==> src/hdl/tlsq_pkg.sv <==
// ----------------------------------------------------------------------------
// tlsq_pkg: shared types and constants for the four-way traffic sequencer
// Register indexes, reset values, phase codes and the seven-segment table.
// ----------------------------------------------------------------------------
`default_nettype none

package tlsq_pkg;

  localparam int unsigned HOLD_W  = 16;
  localparam int unsigned DIGIT_W = 4;
  localparam int unsigned LAMP_W  = 12;
  localparam int unsigned WORDS_W = 48;
  localparam int unsigned SEG_W   = 7;
  localparam int unsigned IDX_W   = 3;

  typedef enum logic [IDX_W-1:0] {
    REG_GREEN_HOLD   = 3'd0,
    REG_YELLOW_HOLD  = 3'd1,
    REG_DIGIT_STEP   = 3'd2,
    REG_COUNT_START  = 3'd3,
    REG_GREEN_WORDS  = 3'd4,
    REG_YELLOW_WORDS = 3'd5
  } reg_idx_t;

  typedef enum logic [1:0] {
    PHASE_GREEN     = 2'd0,
    PHASE_COUNTDOWN = 2'd1,
    PHASE_YELLOW    = 2'd2
  } phase_t;

  localparam logic [HOLD_W-1:0]  GREEN_HOLD_RST   = 16'd15000;
  localparam logic [HOLD_W-1:0]  YELLOW_HOLD_RST  = 16'd5000;
  localparam logic [HOLD_W-1:0]  DIGIT_STEP_RST   = 16'd2160;
  localparam logic [DIGIT_W-1:0] COUNT_START_RST  = 4'd5;
  localparam logic [DIGIT_W-1:0] DIGIT_MAX        = 4'd9;
  localparam logic [WORDS_W-1:0] GREEN_WORDS_RST  = 48'd145767048548940;
  localparam logic [WORDS_W-1:0] YELLOW_WORDS_RST = 48'd40288020632145;
  localparam logic [SEG_W-1:0]   SEG_ZERO         = 7'd126;

  typedef struct packed {
    logic [HOLD_W-1:0]  green_hold;
    logic [HOLD_W-1:0]  yellow_hold;
    logic [HOLD_W-1:0]  digit_step;
    logic [DIGIT_W-1:0] count_start;
    logic [WORDS_W-1:0] green_words;
    logic [WORDS_W-1:0] yellow_words;
  } cfg_t;

  typedef struct packed {
    logic [LAMP_W-1:0]          lamps;
    logic [1:0]                 street;
    logic [1:0]                 phase;
    logic [3:0][SEG_W-1:0]      seg;
  } res_t;

  function automatic logic [SEG_W-1:0] seg_code(input logic [DIGIT_W-1:0] digit);
    logic [SEG_W-1:0] code;
    case (digit)
      4'd0:    code = 7'd126;
      4'd1:    code = 7'd48;
      4'd2:    code = 7'd109;
      4'd3:    code = 7'd121;
      4'd4:    code = 7'd51;
      4'd5:    code = 7'd91;
      4'd6:    code = 7'd95;
      4'd7:    code = 7'd112;
      4'd8:    code = 7'd127;
      4'd9:    code = 7'd123;
      default: code = SEG_ZERO;
    endcase
    return code;
  endfunction

endpackage

`default_nettype wire

==> src/hdl/tlsq_regs.sv <==
// ----------------------------------------------------------------------------
// tlsq_regs: configuration register file
// Holds hold times, countdown start and packed lamp words; writes by index.
// ----------------------------------------------------------------------------
`default_nettype none

module tlsq_regs (
  input  wire logic                              clk,
  input  wire logic                              rst,
  input  wire logic                              wr_en,
  input  wire logic [tlsq_pkg::IDX_W-1:0]        wr_index,
  input  wire logic [tlsq_pkg::WORDS_W-1:0]      wr_data,
  output tlsq_pkg::cfg_t                         cfg
);

  always_ff @(posedge clk) begin
    if (rst) begin
      cfg.green_hold   <= tlsq_pkg::GREEN_HOLD_RST;
      cfg.yellow_hold  <= tlsq_pkg::YELLOW_HOLD_RST;
      cfg.digit_step   <= tlsq_pkg::DIGIT_STEP_RST;
      cfg.count_start  <= tlsq_pkg::COUNT_START_RST;
      cfg.green_words  <= tlsq_pkg::GREEN_WORDS_RST;
      cfg.yellow_words <= tlsq_pkg::YELLOW_WORDS_RST;
    end else if (wr_en) begin
      case (wr_index)
        tlsq_pkg::REG_GREEN_HOLD:   cfg.green_hold   <= wr_data[tlsq_pkg::HOLD_W-1:0];
        tlsq_pkg::REG_YELLOW_HOLD:  cfg.yellow_hold  <= wr_data[tlsq_pkg::HOLD_W-1:0];
        tlsq_pkg::REG_DIGIT_STEP:   cfg.digit_step   <= wr_data[tlsq_pkg::HOLD_W-1:0];
        tlsq_pkg::REG_COUNT_START:  cfg.count_start  <= wr_data[tlsq_pkg::DIGIT_W-1:0];
        tlsq_pkg::REG_GREEN_WORDS:  cfg.green_words  <= wr_data;
        tlsq_pkg::REG_YELLOW_WORDS: cfg.yellow_words <= wr_data;
        default: ;
      endcase
    end
  end

endmodule

`default_nettype wire

==> src/hdl/tlsq_core.sv <==
// ----------------------------------------------------------------------------
// tlsq_core: street and phase sequencer
// Steps the millisecond counter, phase, street and countdown digit on ticked
// requests and forms the lamp word and display codes of the updated state.
// ----------------------------------------------------------------------------
`default_nettype none

module tlsq_core (
  input  wire logic           clk,
  input  wire logic           rst,
  input  wire logic           step_en,
  input  wire logic           tick,
  input  wire tlsq_pkg::cfg_t cfg,
  output tlsq_pkg::res_t      res
);

  logic [1:0]                       street;
  logic [1:0]                       street_next;
  tlsq_pkg::phase_t                 phase;
  tlsq_pkg::phase_t                 phase_next;
  logic [tlsq_pkg::HOLD_W-1:0]      ms_count;
  logic [tlsq_pkg::HOLD_W-1:0]      ms_count_next;
  logic [tlsq_pkg::HOLD_W-1:0]      ms_inc;
  logic [tlsq_pkg::DIGIT_W-1:0]     digit;
  logic [tlsq_pkg::DIGIT_W-1:0]     digit_next;
  logic [tlsq_pkg::DIGIT_W-1:0]     start_digit;
  logic [tlsq_pkg::WORDS_W-1:0]     word;

  assign start_digit = (cfg.count_start > tlsq_pkg::DIGIT_MAX) ? tlsq_pkg::DIGIT_MAX
                                                               : cfg.count_start;
  assign ms_inc = ms_count + 16'd1;

  always_comb begin
    street_next   = street;
    phase_next    = phase;
    ms_count_next = ms_count;
    digit_next    = digit;
    if (tick) begin
      ms_count_next = ms_inc;
      case (phase)
        tlsq_pkg::PHASE_GREEN: begin
          if (ms_inc >= cfg.green_hold) begin
            ms_count_next = '0;
            phase_next    = tlsq_pkg::PHASE_COUNTDOWN;
            digit_next    = start_digit;
          end
        end
        tlsq_pkg::PHASE_COUNTDOWN: begin
          if (ms_inc >= cfg.digit_step) begin
            ms_count_next = '0;
            if (digit == '0) begin
              phase_next = tlsq_pkg::PHASE_YELLOW;
            end else begin
              digit_next = digit - 4'd1;
            end
          end
        end
        default: begin
          if (ms_inc >= cfg.yellow_hold) begin
            ms_count_next = '0;
            phase_next    = tlsq_pkg::PHASE_GREEN;
            street_next   = street + 2'd1;
            digit_next    = start_digit;
          end
        end
      endcase
    end
  end

  always_ff @(posedge clk) begin
    if (rst) begin
      street   <= '0;
      phase    <= tlsq_pkg::PHASE_GREEN;
      ms_count <= '0;
      digit    <= tlsq_pkg::COUNT_START_RST;
    end else if (step_en) begin
      street   <= street_next;
      phase    <= phase_next;
      ms_count <= ms_count_next;
      digit    <= digit_next;
    end
  end

  always_comb begin
    word = (phase_next == tlsq_pkg::PHASE_GREEN || phase_next == tlsq_pkg::PHASE_COUNTDOWN)
         ? cfg.green_words : cfg.yellow_words;
    case (street_next)
      2'd0:    res.lamps = word[11:0];
      2'd1:    res.lamps = word[23:12];
      2'd2:    res.lamps = word[35:24];
      default: res.lamps = word[47:36];
    endcase
    res.street = street_next;
    res.phase  = (phase_next == tlsq_pkg::PHASE_GREEN ||
                  phase_next == tlsq_pkg::PHASE_COUNTDOWN) ? phase_next
                                                           : tlsq_pkg::PHASE_YELLOW;
    for (int k = 0; k < 4; k++) begin
      if (phase_next == tlsq_pkg::PHASE_COUNTDOWN && street_next == 2'(k) &&
          digit_next <= tlsq_pkg::DIGIT_MAX) begin
        res.seg[k] = tlsq_pkg::seg_code(digit_next);
      end else begin
        res.seg[k] = tlsq_pkg::SEG_ZERO;
      end
    end
  end

endmodule

`default_nettype wire

==> src/hdl/four_way_traffic_light_sequencer.sv <==
// ----------------------------------------------------------------------------
// four_way_traffic_light_sequencer: four-street lamp and countdown sequencer
// Path: an accepted request waits in the input register; its result is then captured in the result register.
// Throughput: one request per cycle unless out_stall holds the result; the
// input register and the result register each pass one request a cycle.
// Reset: clears both stages, returns to street 1 green with the counter at
// zero and digit 5, and loads the configuration defaults.
// ----------------------------------------------------------------------------
`default_nettype none

module four_way_traffic_light_sequencer (
  input  wire logic                              clk,
  input  wire logic                              rst,
  input  wire logic                              in_valid,
  output logic                                   in_stall,
  input  wire logic                              tick,
  output logic                                   out_valid,
  input  wire logic                              out_stall,
  output logic [tlsq_pkg::LAMP_W-1:0]            lamps,
  output logic [1:0]                             active_street,
  output logic [1:0]                             phase_now,
  output logic [tlsq_pkg::SEG_W-1:0]             seg_street1,
  output logic [tlsq_pkg::SEG_W-1:0]             seg_street2,
  output logic [tlsq_pkg::SEG_W-1:0]             seg_street3,
  output logic [tlsq_pkg::SEG_W-1:0]             seg_street4,
  input  wire logic                              cfg_valid,
  output logic                                   cfg_ready,
  input  wire logic [tlsq_pkg::IDX_W-1:0]        cfg_index,
  input  wire logic [tlsq_pkg::WORDS_W-1:0]      cfg_data
);

  tlsq_pkg::cfg_t  cfg;
  tlsq_pkg::res_t  res;
  tlsq_pkg::res_t  res_q;
  logic            s1_valid;
  logic            s1_tick;
  logic            out_ready;
  logic            s1_ready;
  logic            fire;

  assign cfg_ready = 1'b1;
  assign out_ready = !out_valid || !out_stall;
  assign fire      = s1_valid && out_ready;
  assign s1_ready  = !s1_valid || out_ready;
  assign in_stall  = !s1_ready;

  tlsq_regs u_regs (
    .clk      (clk),
    .rst      (rst),
    .wr_en    (cfg_valid && cfg_ready),
    .wr_index (cfg_index),
    .wr_data  (cfg_data),
    .cfg      (cfg)
  );

  tlsq_core u_core (
    .clk     (clk),
    .rst     (rst),
    .step_en (fire),
    .tick    (s1_tick),
    .cfg     (cfg),
    .res     (res)
  );

  always_ff @(posedge clk) begin
    if (rst) begin
      s1_valid  <= 1'b0;
      out_valid <= 1'b0;
    end else begin
      if (s1_ready) begin
        s1_valid <= in_valid;
      end
      if (out_ready) begin
        out_valid <= fire;
      end
    end
    if (s1_ready && in_valid) begin
      s1_tick <= tick;
    end
    if (fire) begin
      res_q <= res;
    end
  end

  assign lamps         = res_q.lamps;
  assign active_street = res_q.street;
  assign phase_now     = res_q.phase;
  assign seg_street1   = res_q.seg[0];
  assign seg_street2   = res_q.seg[1];
  assign seg_street3   = res_q.seg[2];
  assign seg_street4   = res_q.seg[3];

  a_stall_only_when_full: assert property (@(posedge clk) disable iff (rst)
    in_stall |-> (s1_valid && out_valid && out_stall))
    else $error("input stalled while a stage is free");

  a_one_display_lit: assert property (@(posedge clk) disable iff (rst)
    out_valid |-> $countones({seg_street1 != tlsq_pkg::SEG_ZERO,
                              seg_street2 != tlsq_pkg::SEG_ZERO,
                              seg_street3 != tlsq_pkg::SEG_ZERO,
                              seg_street4 != tlsq_pkg::SEG_ZERO}) <= 1)
    else $error("more than one display counting");

  a_digits_only_in_countdown: assert property (@(posedge clk) disable iff (rst)
    (out_valid && phase_now != tlsq_pkg::PHASE_COUNTDOWN) |->
      (seg_street1 == tlsq_pkg::SEG_ZERO && seg_street2 == tlsq_pkg::SEG_ZERO &&
       seg_street3 == tlsq_pkg::SEG_ZERO && seg_street4 == tlsq_pkg::SEG_ZERO))
    else $error("display lit outside countdown");

endmodule

`default_nettype wire
==> config.mk <==
export PLATFORM = sky130hd
export DESIGN_NAME = four_way_traffic_light_sequencer
export DESIGN_NICKNAME = d
export VERILOG_FILES = /design/src/hdl/tlsq_pkg.sv /design/src/hdl/tlsq_regs.sv /design/src/hdl/tlsq_core.sv /design/src/hdl/four_way_traffic_light_sequencer.sv
export SDC_FILE = /design/constraint.sdc
export NUM_CORES = 1
export LEC_CHECK = 0
export BUFFER_PORTS_ARGS = -buffer_cell sky130_fd_sc_hd__buf_2
export CORE_MARGIN = 2
export CORE_UTILIZATION = 50
export DETAILED_ROUTE_END_ITERATION = 7
export PLACE_DENSITY_LB_ADDON = 0.25
export SYNTH_ARGS = -nofsm -noshare
export SYNTH_HDL_FRONTEND = slang
export SYNTH_SLANG_ARGS = --single-unit
==> constraint.sdc <==
create_clock -name clk -period 12.8 [get_ports clk]
set_clock_uncertainty 0.1 [all_clocks]
set_input_delay 0.64 -clock clk [delete_from_list [all_inputs] [get_ports clk]]
set_output_delay 0.64 -clock clk [all_outputs]
set_load 0.01 [all_outputs]
==> results of run 1 <==
flip-flops by register name, summed over array words and instances, names as in the netlist, 2 cells and up:
signal and cells:
u_regs.cfg 148, u_core.ms_count 16, lamps 12, seg_street1 7
seg_street2 7, seg_street3 7, seg_street4 7, u_core.digit 4
active_street 2, phase_now 2, u_core.phase 2, u_core.street 2
path summary, 6_finish.rpt:
kind              depth (start not counted)                             from  slack, ns                      endpoint
setup / recovery                         18  u_core.ms_count[0]$_SDFFE_PP0P_       6.76            lamps[5]$_DFFE_PP_
hold / removal                            1                             tick       0.21             s1_tick$_DFFE_PP_
setup reg to reg                         18  u_core.ms_count[0]$_SDFFE_PP0P_       6.76            lamps[5]$_DFFE_PP_
hold reg to reg                           2     u_regs.cfg[117]$_SDFFE_PP0P_       0.35  u_regs.cfg[117]$_SDFFE_PP0P_
critical path: stages (launching register included):
cell and delay, ns:
dfxtp_1 0.44, and3_1 0.27, and3_1 0.26, and3_1 0.25, and3_1 0.24, and3_1 0.24, and3_1 0.27, nand3_1 0.15
xnor2_1 0.21, ha_1 0.31, nand4_1 0.15, a2111oi_1 0.50, a211o_1 0.29, nand3_1 0.20, o21ai_1 0.68, inv_2 0.51
mux2_2 0.41, o21ai_0 0.18, a32oi_1 0.07
per-layer routing:
layer  track usage [%]  vias to the layer above  wire length (um)
li1                  -                     4564                 -
met1              35.9                     4298             13500
met2              39.3                      267             12600
met3              2.99                       38              1730
met4              6.25                        0               538
met5                 0                        -                 0
cell type report:
type                       count  area [um2]  share of cell area, %
clock buffer                  37         711                   5.77
clock inverter                 4        48.8                  0.396
inverter                      63         236                   1.92
multi-input combinational    931        5540                   45.0
sequential                   219        4830                   39.3
tap                          275         344                   2.79
timing repair buffer         113         596                   4.84
stage by stage:
stage               utilization (%)  worst slack (ns)  instances  instance area, um2
CTS                            58.2              6.85       1642               12300
finish                         58.2              6.76       1642               12300
global placement               54.6              7.18       1601               11600
floorplan                         -              7.63       1286               10900
detailed placement             54.6              6.92       1601               11600
global route                   58.2              6.18       1642               12300
power by group:
| part | switching [mW] | internal (mW) |
|---|---|---|
| clock network | 0.268 | 0.399 |
| logic | 0.0578 | 0.0301 |
| registers | 0.00889 | 0.719 |
| total | 0.334 | 1.15 |
cells by family after synthesis:
group	after synthesis	share of synthesized area, %
compound gates	302	17.4
xor+xnor	18	1.45
fa+ha+maj	57	6.56
buf+inv	136	4.92
flops	219	44.4
mux	45	4.42
other cells	1	0.0345
simple gates	508	20.8
layout by cell type, fill, tap and decap left out, types with 7 or more instances in the layout:
cell	Yosys	layout
a311oi_1	13	13
nand2b_1	20	20
a211o_1	21	21
mux2i_1	29	29
nand2_1	328	328
o21ai_0	60	60
nand4_1	7	7
ha_1	57	57
buf_4	3	12
a21oi_1	137	137
xor2_1	12	12
and3_1	15	15
nand3b_1	32	32
buf_2	5	101
nand3_1	22	20
clkbuf_16	0	24
a21o_1	9	9
nor2_1	53	51
edfxtp_1	45	45
inv_1	61	60
mux2_2	13	13
a32oi_1	12	12
dfxtp_1	174	174
==> results.yml, run 1 <==
power_and_ir_drop:
  powerDensity_mw_per_mm2: 120
  ir_drop_mv: 0.0627
  total_power_mw: 1.48
  leakage_nw: 5.01
sta:
  timing.final.crit_share_pct: 47.2
  maxSlewHeadroom_pct: 19.0
  holdWs_ns: 0.212
  rsz0062_at_grt: "no"
  setup_viol: 0
  fmax_mhz: 165
  hold_violations: 0
  min_period_ns: 6.04
  fin_tns_setup_ns: 0
  drv_slew: 0
  worstMarginPinSlew_ns: 1.21
critical_path:
  worst-setup-path-type: "reg2reg"
  cp-start-kind: "register"
  path_max_fanout: 26
  cp.required_ns: 12.91
  critPathArrivalTime_ns: 6.15
  endpoint_kind: "register"
finish:
  drive_above_1_share_pct: 13.9
  area_growth_pct: 13.2
  n_antenna_cell: 0
  n_fill_cell: 1928
  nets: 1465
synthesis:
  synth_most_common_cell: "nand2_1"
  synth_nets: 1400
  syn_inst: 1286
  syn_area_per_cell_um2: 8.46
  synth-edff-count: 45
  synthTopCellsByCount: "nand2_1, dfxtp_1, a21oi_1"
  synth_top_area_cell: "dfxtp_1"
  ys.flop_type: "dfxtp_1"
  synth_top_area_share_pct: 32.0
  synthArstFlopShare_pct: 0
  synth-seq-cells: 219
  syn-cell-area_mm2: 0.0109
  synth.distinct_cells: 72
  ys_seq_area_share_pct: 44.4
  yosys_warnings: 0
  netlist_top_cells_area: "dfxtp_1, edfxtp_1, nand2_1"
clock_tree:
  cts_tree: "done"
  cts_sinks: 219
  clkTransAtPathRegs_ns: 0.06
  cts_max_level: 1
  cts_resized: 0
  clockBufferDepth: 3
  hold_buffers: 0
  clk_latency_ns: 0.51
  postCtsSetupBuffers: 0
  cts_made_buffers: 23
  root_buffer: "clkbuf_16"
placed_design:
  dp_hpwl_mm: 19.3
  routabilityCongestion: 0.922
  io_buffer_count: 102
global_routing:
  grt_pass1_wl_mm: 45.0
  antenna_found_initial: 0
  track_usage_pct: 24.7
  grt.overflow.total: 0
  grt_max_degree: 92
  grt_pass1_vias: 8473
drt:
  drtIter0Drc: 629
  ant_nets: 0
  via_per_inst: 5.58
  vias: 9167
  wl_per_cell_um: 17.3
  routed_wl_mm: 28.4
  firstDrtPassIters: 7
  drc_errors: 0
die:
  fp.dieArea_mm2: 0.0229
  rows: 53
  io_pins: 104
  initial_core_util_pct: 51.4
  core_area_mm2: 0.0212
  die_y_um: 151
  die_x_um: 151
outcome:
  outcome: "finished, final reports clean"
hold_path:
  hold_class: "in2reg"
flow_run:
  max_cap_viol_count: 0
No activity file was read; power rests on OpenSTA's default activity.
==> run 2: changes to the inputs <==
==> constraint.sdc (replaced) <==
create_clock -name clk -period 4.88 [get_ports clk]
set_clock_uncertainty 0.1 [all_clocks]
set_input_delay 0.244 -clock clk [delete_from_list [all_inputs] [get_ports clk]]
set_output_delay 0.244 -clock clk [all_outputs]
set_load 0.01 [all_outputs]
==> run 2 against run 1 <==
The flow now finishes with violations (negative setup slack). Cell count up 7.3%. Flip-flop and latch count did not move. Power grew to 2.7 times the previous value. Hold slack about the same. Critical path type unchanged. Highest routed layer unchanged.
==> results.yml, run 2 (synthesis results as in run 1) <==
critical_path:
  crit_chain: "and3_4, and3_4, and3_4, and3_4, and3_4, and3_4, nand3_4, xnor2_4, ha_4, nand4_1, nor3_2, or3_4, a211o_1, a22oi_2, buf_4, o2bb2ai_1, buf_4, a2111o_1, or3_4, a21boi_1"
  critPathMaxStageDelay_ns: 0.42
  cp.required_ns: 5.15
  cp-start-kind: "register"
  path_max_fanout: 4
  critPathArrivalTime_ns: 5.16
  worst-setup-path-type: "reg2reg"
  endpoint_kind: "register"
  cpMostUsedCell: "and3_4"
  cp_slowest_cell: "or3_4"
finish:
  largest_register_ffs: 148
  area_growth_pct: 26.4
  n_antenna_cell: 0
  final_common_cell: "nand2_1"
  drive_above_1_share_pct: 20.4
  mostFrequentLayoutCells: "nand2_1, dfxtp_1, a21oi_1"
  n_fill_cell: 1768
  top_register: "u_regs.cfg"
  nets: 1583
global_routing:
  grt_pass1_wl_mm: 47.9
  grt_pass1_vias: 9070
  grt.overflow.total: 0
  grt_max_degree: 85
  antenna_found_initial: 0
  track_usage_pct: 26.1
clock_tree:
  cts_made_buffers: 24
  cts_sinks: 219
  cts_max_level: 1
  clockBufferDepth: 3
  cts_tree: "done"
  clkTransAtPathRegs_ns: 0.06
  root_buffer: "clkbuf_16"
  clk_latency_ns: 0.52
sta:
  worstMarginPinSlew_ns: 0.915
  hold_violations: 0
  maxSlewHeadroom_pct: 39.0
  min_period_ns: 4.89
  rsz0062_at_grt: "yes"
  timing.final.crit_share_pct: 100
  fin_tns_setup_ns: -0.0244
  drv_slew: 0
  setup_viol: 5
  worst_slack_ns: -0.0122
  fmax_mhz: 204
placed_design:
  dp_worst_setup_slack_ns: -0.125
  routabilityCongestion: 0.872
  io_buffer_count: 102
  dp_hpwl_mm: 19.8
drt:
  drc_errors: 0
  via_per_inst: 5.57
  wl_per_cell_um: 17.2
  vias: 9807
  ant_nets: 0
  drtIter0Drc: 712
  firstDrtPassIters: 7
  routed_wl_mm: 30.2
die:
  core_area_mm2: 0.0212
  rows: 53
  fp.dieArea_mm2: 0.0229
  die_x_um: 151
  initial_core_util_pct: 51.4
  io_pins: 104
  die_y_um: 151
power_and_ir_drop:
  ir_drop_mv: 0.229
  total_power_mw: 4.06
  powerDensity_mw_per_mm2: 295
  leakage_nw: 5.61
hold_path:
  hold_class: "in2reg"
outcome:
  outcome: "finished with violations"
  violations: "negative setup slack"
flow_run:
  max_cap_viol_count: 0
[run 2: cell count changes in the layout (fill, tap and decap cells not counted), moves of 5 or more]
cell           delta
and3_1           -12
and3_4           +12
buf_4            +63
dlygate4sd3_1    +51
ha_1              -8
ha_4              +5
[run 2: path summary, 6_finish.rpt]
check | from | to | slack [ns] | depth (start not counted)
worst max-delay path | u_core.ms_count[0]$_SDFFE_PP0P_ | seg_street1[0]$_SDFFCE_PN0P_ | -0.01 | 20
worst max register to register | u_core.ms_count[0]$_SDFFE_PP0P_ | seg_street1[0]$_SDFFCE_PN0P_ | -0.01 | 20
worst min-delay path | rst | s1_valid$_SDFFE_PP0N_ | 0.21 | 2
worst min register to register | u_regs.cfg[126]$_SDFFE_PP0P_ | u_regs.cfg[126]$_SDFFE_PP0P_ | 0.36 | 2
[run 2: per-layer routing]
metal	global-route usage, %	vias to the layer above	part of all wire (%)
met5	0	-	0
met1	37.3	4621	45
met3	3.02	60	6.5
met4	6.76	0	2.7
met2	42.2	325	46
li1	-	4801	-
[run 2: cell type report]
type | count | area (um2) | share of cell area [%]
Clock buffer | 40 | 746 | 5.42
Clock inverter | 4 | 70.1 | 0.510
Inverter | 63 | 250 | 1.82
Multi-Input combinational cell | 931 | 5870 | 42.7
Sequential cell | 219 | 4840 | 35.2
Tap cell | 275 | 344 | 2.50
Timing Repair Buffer | 229 | 1620 | 11.8
Timing Repair inverter | 1 | 5.00 | 0.0364
[run 2: worst max-delay path: cells and delay by family (launching register included)]
kind	cells	cell delay, ns
compound gates	5	1.22
fa+ha+maj	1	0.25
buf+inv	2	0.30
flops	1	0.35
simple gates	11	2.22
xor+xnor	1	0.29
[run 2: what timing repair did]
| item | in CTS | in global routing |
|---|---|---|
| gates cloned | 0 | 1 |
| setup buffers | 8 | 8 |
| hold buffers | 51 | 0 |
| endpoints found under the setup margin | 18 | 39 |
| pin swaps | 22 | 21 |
| resized for setup | 25 | 25 |
| hold endpoints to repair | 148 | 0 |
[run 2: through the flow]
stage / util [%] / instance area, um2 / cells / hold WS, ns
after detailed placement: 56.8 / 12000 / 1651 / 0.323
after CTS: 63.9 / 13500 / 1753 / 0.210
after floorplan: - / 10900 / 1286 / 0.243
after global placement: 56.8 / 12000 / 1651 / 0.323
after global routing: 65.0 / 13700 / 1762 / 0.250
final: 65.0 / 13700 / 1762 / 0.212
[run 2: where the power goes]
group / internal, mW / switching, mW / total, mW
logic: 0.116 / 0.162 / 0.278
clock network: 1.14 / 0.727 / 1.87
registers: 1.89 / 0.0237 / 1.91
